### config.mk
export PLATFORM = sky130hd
export DESIGN_NAME = devicetree_structure_parser_core
export DESIGN_NICKNAME = d
export VERILOG_FILES = /design/src/design/dtsp_pkg.sv /design/src/design/dtsp_in_stage.sv /design/src/design/dtsp_walker.sv /design/src/design/dtsp_out_stage.sv /design/src/design/devicetree_structure_parser_core.sv
export VERILOG_INCLUDE_DIRS = /design/src /design/src/design
export SDC_FILE = /design/constraint.sdc
export NUM_CORES = 1
export LEC_CHECK = 0
export BUFFER_PORTS_ARGS = -buffer_cell sky130_fd_sc_hd__buf_2
export CORE_AREA = 2 2 189 191
export CTS_BUF_LIST = sky130_fd_sc_hd__clkbuf_8 sky130_fd_sc_hd__clkbuf_16
export CTS_CLUSTER_SIZE = 30
export DETAILED_ROUTE_END_ITERATION = 8
export DIE_AREA = 0 0 191 193
export PLACE_DENSITY = 0.94
export SYNTH_ARGS = -nofsm -noshare
export SYNTH_HDL_FRONTEND = slang
export SYNTH_SLANG_ARGS = --single-unit
### constraint.sdc
create_clock -name clk -period 17.1 [get_ports clk]
set_clock_uncertainty 0.05 [all_clocks]
set_input_delay 0.855 -clock clk [delete_from_list [all_inputs] [get_ports clk]]
set_output_delay 0.855 -clock clk [all_outputs]
set_load 0.01 [all_outputs]
### src/design/devicetree_structure_parser_core_defines.svh
// Assertion macros for the devicetree structure parser.
`ifndef DEVICETREE_STRUCTURE_PARSER_CORE_DEFINES_SVH
`define DEVICETREE_STRUCTURE_PARSER_CORE_DEFINES_SVH

// Check that a condition implies a consequence in the same cycle.
`define DTSP_ASSERT_SAME(label, clk, rst_n, cond, cons) \
    label: assert property (@(posedge clk) disable iff (!rst_n) (cond) |-> (cons)) \
        else $error("dtsp same-cycle check failed");

// Check that a condition implies a consequence in the next cycle.
`define DTSP_ASSERT_NEXT(label, clk, rst_n, cond, cons) \
    label: assert property (@(posedge clk) disable iff (!rst_n) (cond) |=> (cons)) \
        else $error("dtsp next-cycle check failed");

`endif

### src/design/dtsp_pkg.sv
// Shared types and constants for the devicetree structure parser.
`default_nettype none

package dtsp_pkg;

    localparam logic [31:0] FDT_MAGIC      = 32'hd00dfeed;
    localparam logic [31:0] TOK_BEGIN_NODE = 32'd1;
    localparam logic [31:0] TOK_END_NODE   = 32'd2;
    localparam logic [31:0] TOK_PROP       = 32'd3;
    localparam logic [31:0] TOK_NOP        = 32'd4;
    localparam logic [31:0] TOK_END        = 32'd9;

    localparam logic [31:0] HDR_OFF_MAGIC   = 32'd0;
    localparam logic [31:0] HDR_OFF_STRUCT  = 32'd8;
    localparam logic [31:0] HDR_OFF_STRINGS = 32'd12;
    localparam logic [31:0] HDR_OFF_SIZE    = 32'd36;
    localparam logic [31:0] WORD_BYTES      = 32'd4;

    typedef enum logic [2:0] {
        PH_HEADER,
        PH_WAIT,
        PH_TOKEN,
        PH_NAME,
        PH_AFTER,
        PH_PLEN,
        PH_POFF,
        PH_VALUE
    } phase_t;

    typedef enum logic [1:0] {
        EV_PROPERTY,
        EV_BAD_MAGIC,
        EV_BAD_TOKEN,
        EV_STRUCT_END
    } event_kind_t;

    typedef struct packed {
        logic        valid;
        event_kind_t kind;
        logic [31:0] node_name_offset;
        logic [31:0] str_name_offset;
        logic [31:0] value_offset;
        logic [31:0] value_length;
    } event_t;

    typedef struct packed {
        logic        valid;
        logic [31:0] blob_word;
        logic        last_word;
    } word_t;

endpackage

`default_nettype wire

### src/design/dtsp_in_stage.sv
// Input register stage for blob words.
`default_nettype none

module dtsp_in_stage (
    input  wire logic           clk,
    input  wire logic           rst_n,
    input  wire logic           in_valid,
    output logic                in_ready,
    input  wire logic [31:0]    in_word,
    input  wire logic           in_last,
    input  wire logic           take,
    output dtsp_pkg::word_t     held
);

    logic        valid_reg;
    logic        valid_next;
    logic [31:0] word_reg;
    logic        last_reg;
    logic        load;

    assign in_ready = !valid_reg || take;
    assign load     = in_valid && in_ready;

    always_comb
    begin
        valid_next = valid_reg;
        if (load)
        begin
            valid_next = 1'b1;
        end
        else if (take)
        begin
            valid_next = 1'b0;
        end
    end

    always_ff @(posedge clk or negedge rst_n)
    begin
        if (!rst_n)
        begin
            valid_reg <= 1'b0;
        end
        else
        begin
            valid_reg <= valid_next;
        end
    end

    always_ff @(posedge clk)
    begin
        if (load)
        begin
            word_reg <= in_word;
            last_reg <= in_last;
        end
    end

    assign held.valid     = valid_reg;
    assign held.blob_word = word_reg;
    assign held.last_word = last_reg;

endmodule

`default_nettype wire

### src/design/dtsp_walker.sv
// Header capture and token walk state, one blob word per step.
`default_nettype none

module dtsp_walker (
    input  wire logic           clk,
    input  wire logic           rst_n,
    input  wire logic           step,
    input  wire logic [31:0]    word,
    input  wire logic           last,
    output dtsp_pkg::event_t    ev
);

    logic [31:0]      bp_reg, bp_next;
    dtsp_pkg::phase_t phase_reg, phase_next;
    logic [31:0]      struct_start_reg, struct_start_next;
    logic [31:0]      strings_start_reg, strings_start_next;
    logic [31:0]      struct_end_reg, struct_end_next;
    logic [31:0]      node_name_reg, node_name_next;
    logic [31:0]      pending_len_reg, pending_len_next;
    logic [29:0]      words_left_reg, words_left_next;
    logic             halted_reg, halted_next;
    logic             top_token;
    logic             zero_byte;
    logic [31:0]      len_round;
    logic [29:0]      words_dec;

    always_comb
    begin
        zero_byte = 1'b0;
        for (int i = 0; i < 4; i++)
        begin
            if (word[i*8 +: 8] == 8'd0)
            begin
                zero_byte = 1'b1;
            end
        end
    end

    assign len_round = pending_len_reg + 32'd3;
    assign words_dec = words_left_reg - 30'd1;

    always_comb
    begin
        top_token = 1'b0;
        if (!halted_reg)
        begin
            unique case (phase_reg)
                dtsp_pkg::PH_WAIT:
                begin
                    top_token = (bp_reg >= struct_start_reg);
                end
                dtsp_pkg::PH_TOKEN:
                begin
                    top_token = 1'b1;
                end
                dtsp_pkg::PH_AFTER:
                begin
                    top_token = (word != dtsp_pkg::TOK_PROP);
                end
                default:
                begin
                    top_token = 1'b0;
                end
            endcase
        end
    end

    always_comb
    begin
        bp_next            = bp_reg + dtsp_pkg::WORD_BYTES;
        phase_next         = phase_reg;
        struct_start_next  = struct_start_reg;
        strings_start_next = strings_start_reg;
        struct_end_next    = struct_end_reg;
        node_name_next     = node_name_reg;
        pending_len_next   = pending_len_reg;
        words_left_next    = words_left_reg;
        halted_next        = halted_reg;

        if (!halted_reg)
        begin
            unique case (phase_reg)
                dtsp_pkg::PH_HEADER:
                begin
                    if (bp_reg == dtsp_pkg::HDR_OFF_MAGIC)
                    begin
                        if (word != dtsp_pkg::FDT_MAGIC)
                        begin
                            halted_next = 1'b1;
                        end
                    end
                    else if (bp_reg == dtsp_pkg::HDR_OFF_STRUCT)
                    begin
                        struct_start_next = word;
                    end
                    else if (bp_reg == dtsp_pkg::HDR_OFF_STRINGS)
                    begin
                        strings_start_next = word;
                    end
                    else if (bp_reg == dtsp_pkg::HDR_OFF_SIZE)
                    begin
                        struct_end_next = struct_start_reg + word;
                        phase_next      = dtsp_pkg::PH_WAIT;
                    end
                end
                dtsp_pkg::PH_WAIT:
                begin
                    if (bp_reg >= struct_start_reg)
                    begin
                        phase_next = dtsp_pkg::PH_TOKEN;
                    end
                end
                dtsp_pkg::PH_TOKEN:
                begin
                    phase_next = dtsp_pkg::PH_TOKEN;
                end
                dtsp_pkg::PH_NAME:
                begin
                    if (zero_byte)
                    begin
                        phase_next = dtsp_pkg::PH_AFTER;
                    end
                end
                dtsp_pkg::PH_AFTER:
                begin
                    if (word == dtsp_pkg::TOK_PROP)
                    begin
                        phase_next = dtsp_pkg::PH_PLEN;
                    end
                end
                dtsp_pkg::PH_PLEN:
                begin
                    pending_len_next = word;
                    phase_next       = dtsp_pkg::PH_POFF;
                end
                dtsp_pkg::PH_POFF:
                begin
                    words_left_next = len_round[31:2];
                    phase_next      = (len_round[31:2] != 30'd0) ?
                                      dtsp_pkg::PH_VALUE : dtsp_pkg::PH_AFTER;
                end
                dtsp_pkg::PH_VALUE:
                begin
                    words_left_next = words_dec;
                    if (words_dec == 30'd0)
                    begin
                        phase_next = dtsp_pkg::PH_AFTER;
                    end
                end
                default:
                begin
                    halted_next = 1'b1;
                end
            endcase

            if (top_token)
            begin
                if (!(bp_reg < struct_end_reg))
                begin
                    halted_next = 1'b1;
                end
                else if (word == dtsp_pkg::TOK_BEGIN_NODE)
                begin
                    node_name_next = bp_reg + dtsp_pkg::WORD_BYTES;
                    phase_next     = dtsp_pkg::PH_NAME;
                end
                else if (word == dtsp_pkg::TOK_END_NODE || word == dtsp_pkg::TOK_NOP)
                begin
                    phase_next = dtsp_pkg::PH_TOKEN;
                end
                else
                begin
                    halted_next = 1'b1;
                end
            end
        end

        if (last)
        begin
            bp_next            = '0;
            phase_next         = dtsp_pkg::PH_HEADER;
            struct_start_next  = '0;
            strings_start_next = '0;
            struct_end_next    = '0;
            node_name_next     = '0;
            pending_len_next   = '0;
            words_left_next    = '0;
            halted_next        = 1'b0;
        end
    end

    always_comb
    begin
        ev      = '0;
        ev.kind = dtsp_pkg::EV_PROPERTY;
        if (!halted_reg)
        begin
            if (phase_reg == dtsp_pkg::PH_HEADER && bp_reg == dtsp_pkg::HDR_OFF_MAGIC &&
                word != dtsp_pkg::FDT_MAGIC)
            begin
                ev.valid = 1'b1;
                ev.kind  = dtsp_pkg::EV_BAD_MAGIC;
            end
            else if (phase_reg == dtsp_pkg::PH_POFF)
            begin
                ev.valid            = 1'b1;
                ev.kind             = dtsp_pkg::EV_PROPERTY;
                ev.node_name_offset = node_name_reg;
                ev.str_name_offset  = strings_start_reg + word;
                ev.value_offset     = bp_reg + dtsp_pkg::WORD_BYTES;
                ev.value_length     = pending_len_reg;
            end
            else if (top_token)
            begin
                if (!(bp_reg < struct_end_reg))
                begin
                    ev.valid = 1'b1;
                    ev.kind  = dtsp_pkg::EV_STRUCT_END;
                end
                else if (word != dtsp_pkg::TOK_BEGIN_NODE &&
                         word != dtsp_pkg::TOK_END_NODE && word != dtsp_pkg::TOK_NOP)
                begin
                    ev.valid = 1'b1;
                    ev.kind  = (word == dtsp_pkg::TOK_END) ?
                               dtsp_pkg::EV_STRUCT_END : dtsp_pkg::EV_BAD_TOKEN;
                end
            end
        end
    end

    always_ff @(posedge clk or negedge rst_n)
    begin
        if (!rst_n)
        begin
            bp_reg            <= '0;
            phase_reg         <= dtsp_pkg::PH_HEADER;
            struct_start_reg  <= '0;
            strings_start_reg <= '0;
            struct_end_reg    <= '0;
            node_name_reg     <= '0;
            pending_len_reg   <= '0;
            words_left_reg    <= '0;
            halted_reg        <= 1'b0;
        end
        else if (step)
        begin
            bp_reg            <= bp_next;
            phase_reg         <= phase_next;
            struct_start_reg  <= struct_start_next;
            strings_start_reg <= strings_start_next;
            struct_end_reg    <= struct_end_next;
            node_name_reg     <= node_name_next;
            pending_len_reg   <= pending_len_next;
            words_left_reg    <= words_left_next;
            halted_reg        <= halted_next;
        end
    end

endmodule

`default_nettype wire

### src/design/dtsp_out_stage.sv
// Result register stage for parser events.
`default_nettype none

module dtsp_out_stage (
    input  wire logic             clk,
    input  wire logic             rst_n,
    input  wire logic             load,
    input  wire dtsp_pkg::event_t ev,
    output logic                  out_valid,
    input  wire logic             out_ready,
    output logic [1:0]            out_kind,
    output logic [127:0]          out_data
);

    logic                  valid_reg;
    logic                  valid_next;
    dtsp_pkg::event_kind_t kind_reg;
    logic [127:0]          data_reg;

    always_comb
    begin
        valid_next = valid_reg;
        if (load)
        begin
            valid_next = 1'b1;
        end
        else if (out_ready)
        begin
            valid_next = 1'b0;
        end
    end

    always_ff @(posedge clk or negedge rst_n)
    begin
        if (!rst_n)
        begin
            valid_reg <= 1'b0;
        end
        else
        begin
            valid_reg <= valid_next;
        end
    end

    always_ff @(posedge clk)
    begin
        if (load)
        begin
            kind_reg <= ev.kind;
            data_reg <= {ev.value_length, ev.value_offset,
                         ev.str_name_offset, ev.node_name_offset};
        end
    end

    assign out_valid = valid_reg;
    assign out_kind  = kind_reg;
    assign out_data  = data_reg;

endmodule

`default_nettype wire

### src/design/devicetree_structure_parser_core.sv
// Top level of the flattened devicetree structure block parser.
//
//  channel  | dir | tdata                                     | tuser      | tlast
//  s_axis   | in  | blob_word[31:0]                           | -          | last_word
//  m_axis   | out | node_name, str_name, value_off, value_len | event_kind | -
//
// One blob word per cycle sustained while m_axis does not stall; a word is held in
// the input register, then its event is presented from the result register.
// The walker state advances only when the result register is free or drained.
// Reset clears the walk state to the header phase; a word with tlast does the same.
// A stalled m_axis holds the event and back-pressures s_axis after one word.
`default_nettype none
`include "devicetree_structure_parser_core_defines.svh"

module devicetree_structure_parser_core (
    input  wire logic           clk,
    input  wire logic           rst_n,
    input  wire logic           s_axis_tvalid,
    output logic                s_axis_tready,
    input  wire logic [31:0]    s_axis_tdata,   // blob_word[31:0]
    input  wire logic           s_axis_tlast,
    output logic                m_axis_tvalid,
    input  wire logic           m_axis_tready,
    output logic [127:0]        m_axis_tdata,   // node_name_offset[31:0],
                                                // str_name_offset[63:32],
                                                // value_offset[95:64],
                                                // value_length[127:96]
    output logic [1:0]          m_axis_tuser    // event_kind[1:0]
);

    dtsp_pkg::word_t  held;
    dtsp_pkg::event_t ev;
    logic             advance;
    logic             out_load;

    assign advance  = held.valid && (!m_axis_tvalid || m_axis_tready);
    assign out_load = advance && ev.valid;

    dtsp_in_stage u_in (
        .clk      (clk),
        .rst_n    (rst_n),
        .in_valid (s_axis_tvalid),
        .in_ready (s_axis_tready),
        .in_word  (s_axis_tdata),
        .in_last  (s_axis_tlast),
        .take     (advance),
        .held     (held)
    );

    dtsp_walker u_walker (
        .clk   (clk),
        .rst_n (rst_n),
        .step  (advance),
        .word  (held.blob_word),
        .last  (held.last_word),
        .ev    (ev)
    );

    dtsp_out_stage u_out (
        .clk       (clk),
        .rst_n     (rst_n),
        .load      (out_load),
        .ev        (ev),
        .out_valid (m_axis_tvalid),
        .out_ready (m_axis_tready),
        .out_kind  (m_axis_tuser),
        .out_data  (m_axis_tdata)
    );

    `DTSP_ASSERT_SAME(a_no_overwrite, clk, rst_n, out_load, (!m_axis_tvalid || m_axis_tready))
    `DTSP_ASSERT_SAME(a_ready_low_only_full, clk, rst_n, !s_axis_tready, held.valid)
    `DTSP_ASSERT_NEXT(a_word_kept, clk, rst_n, (held.valid && !advance), held.valid)

endmodule

`default_nettype wire

==> results of run 1 <==
==> final cells by class <==
cell class	instances	area (um2)	area share [%]
Clock buffer	50	1195	4.808
Clock inverter	26	170.2	0.6848
Inverter	132	495.5	1.994
Multi-Input combinational cell	1667	10800	43.45
Sequential cell	391	10600	42.66
Tap cell	461	576.8	2.321
Timing Repair Buffer	190	1016	4.088
==> synth_stat cells (26+ instances only) <==
cell type  instances  area (um2)
nand3_1           43       215.2
edfxtp_1         163        4895
mux2_2            32       360.4
nand2_1          228       855.8
inv_1            130       488.0
nand4_1           75       469.2
xnor2_1           57       499.2
ha_1             131        1639
nor4_1            26       162.7
dfrtp_1          228        5705
clkbuf_1         100       375.4
o311ai_1          31       271.5
o21ai_0          176       880.8
nor2b_1           43       269.0
a21o_1            34       255.2
nor2_1           215       807.0
nor3_1            60       300.3
a21oi_1          103       515.5
and3_1            61       381.6
a22o_1            38       332.8
xor2_1            45       394.1
==> report_power, final <==
group	internal (mW)	leakage [nW]	switching [mW]
sequential	1.19	4.67	0.124
combinational	0.408	5.36	0.681
clock	0.513	0.681	0.391
total	2.12	10.7	1.20
==> kinds of logic (layout without fill, tap and decap cells) <==
family / Yosys count / count (layout) / share of synthesized area, %
AND/OR/NAND/NOR: 847 / 847 / 18.96
AO/OA/AOI/OAI: 543 / 543 / 15.66
flip-flops: 391 / 391 / 47.49
buffers and inverters: 249 / 398 / 4.300
adder cells (fa/ha/maj): 133 / 133 / 7.523
XOR/XNOR: 102 / 102 / 4.002
multiplexers: 42 / 42 / 2.063
==> layer usage <==
layer  up-vias  part of all wire (%)  track usage [%]
li1       8616                     -                -
met1      9259                    38            46.90
met2      1184                    45            55.04
met3       290                    11            8.380
met4         2                   6.1            20.30
met5         -                 0.017                0
==> how the worst max path moves through the flow <==
stage	startpoint	to	slack [ps]	cells past startpoint
CTS	u_walker.bp_reg[29]$_DFFE_PN0P_	u_out.out_data[31]$_SDFFCE_PP0P_	12020	12
detailed placement	u_walker.bp_reg[29]$_DFFE_PN0P_	u_out.out_data[83]$_SDFFCE_PP0P_	12060	12
global route	u_walker.bp_reg[27]$_DFFE_PN0P_	u_out.out_data[19]$_SDFFCE_PP0P_	11710	12
floorplan	u_walker.bp_reg[27]$_DFFE_PN0P_	u_out.out_data[0]$_SDFFCE_PP0P_	11190	10
finish	u_walker.bp_reg[27]$_DFFE_PN0P_	u_out.out_data[92]$_SDFFCE_PP0P_	11960	12
global placement	u_walker.bp_reg[29]$_DFFE_PN0P_	u_out.out_data[29]$_SDFFCE_PP0P_	12210	12
==> metrics.txt, run 1 <==
GRT overflow=0; GPL Wtd Cong=0.9678; max reg flops=128; placeable core region=34960 um2; period utilization=30.04%; DR iter-0 viols=2592; fin cells=2917; fin util=71.07%; drt total wl=65430 um; DR vias=19.35k; CTS Buf Count=41; # Post-CTS Setup Buffers=0; CP max-delay cell=buf_4; Max Cap Viol=0; DRC Markers=0; Max clock buf depth=3; Routed Antenna Nets=0; Period minus WS final=5138 ps; Std-Cell Rows=69; r2r startpoint=u_walker.bp_reg[27]$_DFFE_PN0P_; vias in the first global route=18.62k; hpwl dp=45410 um; Final Net Count=2593; CP bufs+invs=3; Setup crit start kind=flip-flop; Worst path most repeated cell=buf_4; syn avg cell area=9.675 um2; pwr dens=133.3 nW/um2; hold_ws=230.5 ps; Pleak=10.72 nW; most common cell after layout, fill and taps aside=dfrtp_1; average wire per cell in the routed design=22.43 um; largest net degree at the start of global routing=90; first-pass GRT wire length=102000 um; Max Slew Vio Count=0; reg2reg end=u_out.out_data[92]$_SDFFCE_PP0P_; Seq cells post-synth=391; relative slew slack=18.57%; fin worst setup slack=11960 ps; CP peak stage delay=850 ps; CP delay by family, top=compound AO/OA/AOI/OAI gates; unrepaired setup endpoints after global routing=no; CP Max Fanout=79; Distinct cells, synth=84; Port Buffers=168; htree depth=2; overall die height=193 um; clk sinks=391; Worst-path clk slew=70 ps; Worst Max-Slew Pin Slew=1220 ps; routed vias/inst=6.634; Final Hold Violating Endpoints=0; area post-placement=23490 um2; Worst Hold Class=in -> async; DP Worst Slack=12060 ps; Mapped Area=22320 um2; number of synthesized flops with an enable pin=163; Net Count, Synth=2477; drt pass-1 iters=6; register area share after synthesis=47.49%; Ports=169; critical-path cell list=ha_1, nand4_1, or4b_1, a21oi_1, a2111oi_0, and3_1, o32ai_4, buf_4, o21ai_1, inv_2, o21a_4, buf_4; CTS tree=yes; initial antenna violation count=1; Final TNS setup=0 ps; Tot Pwr=3.312 mW; Setup-failing EPs final=0; share of cells above drive strength 1=13.19%; main flop type after synthesis=dfrtp_1; worst vdd ir=0.09844 mV; DIE WIDTH=191 um; outcome=finished clean; post-route cell area=24850 um2; Syn-to-layout area delta=11.33%; Layout fillers=2466; worst r2r path cells=12; initial core utilization=63.84%; Max Fclk=194.6 MHz; crit path kind=reg -> reg; CP endpoint kind=flip-flop; Skew-Pair Late Insertion Delay=570 ps; Placed Cells=2841; critical path data arrival time=5270 ps; most frequent cells in the layout=dfrtp_1 (228), nand2_1 (227), nor2_1 (212); number of synthesis warnings=0; Ant. Diodes=0; GRT Util Overall=35.76%; asr flop ratio synth=58.31%; Critical Path RT=17240 ps; CTS resizes=0; die area=36860 um2; Mapped Cells=2307; Clock Root Buffer=clkbuf_16; r2r setup slk=11960 ps; hold_buf cts=0
(Power assumes the default switching activity.)
==> inputs of run 2 (changes only) <==
--- a/config.mk
+++ b/config.mk
@@ -7,12 +7,12 @@
 export NUM_CORES = 1
 export LEC_CHECK = 0
 export BUFFER_PORTS_ARGS = -buffer_cell sky130_fd_sc_hd__buf_2
-export CORE_AREA = 2 2 189 191
+export CORE_AREA = 2 2 205 207
 export CTS_BUF_LIST = sky130_fd_sc_hd__clkbuf_8 sky130_fd_sc_hd__clkbuf_16
 export CTS_CLUSTER_SIZE = 30
 export DETAILED_ROUTE_END_ITERATION = 8
-export DIE_AREA = 0 0 191 193
-export PLACE_DENSITY = 0.94
+export DIE_AREA = 0 0 207 209
+export PLACE_DENSITY = 0.86
 export SYNTH_ARGS = -nofsm -noshare
 export SYNTH_HDL_FRONTEND = slang
 export SYNTH_SLANG_ARGS = --single-unit
==> constraint.sdc (replaced) <==
create_clock -name clk -period 4.6 [get_ports clk]
set_clock_uncertainty 0.05 [all_clocks]
set_input_delay 0.23 -clock clk [delete_from_list [all_inputs] [get_ports clk]]
set_output_delay 0.23 -clock clk [all_outputs]
set_load 0.01 [all_outputs]
==> run 2 against run 1 <==
  * Die area is 17% higher
  * Hold slack worse by 180 ps
  * Fmax is 19% higher
  * Via count is 0.12% higher
  * Non-clock buffer count is 51 higher
  * Global-route usage is 4.9 points lower
  * Flip-flop and latch count stayed put
  * Critical endpoint is now u_out.out_data[40]$_SDFFCE_PP0P_
  * Largest power group unchanged
==> metrics.txt, run 2 (synthesized netlist as in run 1, its figures left out) <==
GPL Wtd Cong=0.9859; CP bufs+invs=2; r2r setup slk=280 ps; Worst-path clk slew=60 ps; worst vdd ir=0.3663 mV; Clock Root Buffer=clkbuf_16; Period minus WS final=4322 ps; reg2reg end=u_out.out_data[40]$_SDFFCE_PP0P_; htree depth=2; top sig layer=met4; Final TNS setup=0 ps; die area=43260 um2; Port Buffers=168; Std-Cell Rows=75; CP Max Fanout=69; # Post-CTS Setup Buffers=0; largest net degree at the start of global routing=108; critical path depth=11; CP startpoint=u_walker.bp_reg[19]$_DFFE_PN0P_; CP endpoint kind=flip-flop; initial antenna violation count=0; Skew-Pair Late Insertion Delay=590 ps; vias in the first global route=18.80k; average wire per cell in the routed design=22.25 um; most frequent cells in the layout=dfrtp_1 (228), nand2_1 (227), nor2_1 (212); Final Net Count=2645; hold_buf cts=35; pwr dens=494.7 nW/um2; Routed met3 length=6404 um; fin worst setup slack=278.2 ps; Setup crit start kind=flip-flop; period utilization=93.95%; Max Slew Vio Count=0; Syn-to-layout area delta=14.47%; share of cells above drive strength 1=13.43%; Final Hold Violating Endpoints=0; hpwl dp=47460 um; crit path kind=reg -> reg; Worst Max-Slew Pin Slew=1259 ps; CP max-delay cell=o21a_4; Worst Setup EP=u_out.out_data[40]$_SDFFCE_PP0P_; CP delay by family, top=compound AO/OA/AOI/OAI gates; Ports=169; area post-placement=23750 um2; clk sinks=391; Tot Pwr=12.64 mW; Int Power=8.172 mW; post-route cell area=25550 um2; DP Worst Slack=377.7 ps; Ant. Diodes=0; DIE WIDTH=207 um; Max Fclk=231.4 MHz; fin util=61.88%; CP peak stage delay=760 ps; CTS resizes=0; placeable core region=41290 um2; CTS Buf Count=42; relative slew slack=15.73%; r2r startpoint=u_walker.bp_reg[19]$_DFFE_PN0P_; Max clock buf depth=3; Pleak=11.01 nW; Comb pwr share=33.1%; Clk pwr share=28.4%; outcome=finished clean; NetSw=4.468 mW; critical path data arrival time=4550 ps; Flop pwr share=38.5%; drt total wl=67820 um; initial core utilization=54.06%; Setup-failing EPs final=0; max reg flops=128; first-pass GRT wire length=105700 um; critical-path cell list=ha_1, nand4_1, or4b_1, a21oi_1, a2111oi_0, and3_1, o32ai_4, o21ai_1, inv_2, o21a_4, buf_4; drt pass-1 iters=6; DRC Markers=0; Worst Hold Class=in -> reg; GRT overflow=0; worst r2r path cells=11; Met2 Wirelength=31700 um; switching portion of total power=35.35%; DR iter-0 viols=2203; DR vias=19.38k; overall die height=209 um; unrepaired setup endpoints after global routing=no; Max Cap Viol=0; routed vias/inst=6.357; CTS tree=yes; routed metal-1 wire length=26900 um; Routed Antenna Nets=0; Critical Path RT=4830 ps; GRT Util Overall=30.86%; most common cell after layout, fill and taps aside=dfrtp_1
[run 2: cell count changes in the layout (fill, tap and decap cells not counted), moves of 3 or more]
cell | previous run | this run
clkinvlp_4 | 7 | 1
buf_12 | 0 | 3
clkinv_1 | 3 | 6
buf_4 | 22 | 35
bufinv_16 | 1 | 7
dlygate4sd3_1 | 0 | 35
[run 2: per-layer routing]
| layer | vias to the layer above | GRT usage, % |
|---|---|---|
| li1 | 8720 | - |
| met1 | 9401 | 40.44 |
| met2 | 1051 | 49.63 |
| met3 | 203 | 6.823 |
| met4 | 0 | 13.13 |
| met5 | - | 0 |
[run 2: final cells by class]
cell class	instances	area, um2
Clock buffer	46	1117
Clock inverter	32	336.6
Fill cell	3341	15740
Inverter	132	495.5
Multi-Input combinational cell	1667	10800
Sequential cell	391	10600
Tap cell	539	674.4
Timing Repair Buffer	241	1524
[run 2: worst min-delay path by stage]
stage                        from                                endpoint  slack [ps]  cells past startpoint
finish              m_axis_tready              u_in.valid_reg$_DFFE_PN0P_          50                      4
global placement            rst_n  u_walker.words_left_reg[7]$_DFFE_PN0P_         320                      1
floorplan                   rst_n              u_in.valid_reg$_DFFE_PN0P_        -120                      0
detailed placement          rst_n  u_walker.words_left_reg[7]$_DFFE_PN0P_         320                      1
CTS                 m_axis_tready              u_in.valid_reg$_DFFE_PN0P_          20                      4
global route        m_axis_tready              u_in.valid_reg$_DFFE_PN0P_          80                      4
[run 2: metrics by stage]
stage | cells | hold slack, ps
after global placement | 2935 | 319.0
final | 3048 | 45.55
after CTS | 3048 | 17.59
after detailed placement | 2935 | 315.1
after floorplan | 2307 | -115.6
after global routing | 3048 | 80.68
[run 2: power groups by stage]
stage	clock network, mW	registers (mW)	logic [mW]
finish	3.59	4.86	4.19
global route	3.76	4.93	4.57
CTS	3.63	4.85	4.11
detailed placement	0	4.91	4.05
global placement	0	4.88	3.95
floorplan	0	4.94	2.66
[run 2: worst min-delay path, stage by stage]
cell,delay [ps]
buf_2,80
nor2b_1,110
nand2_1,140
nand2b_1,70
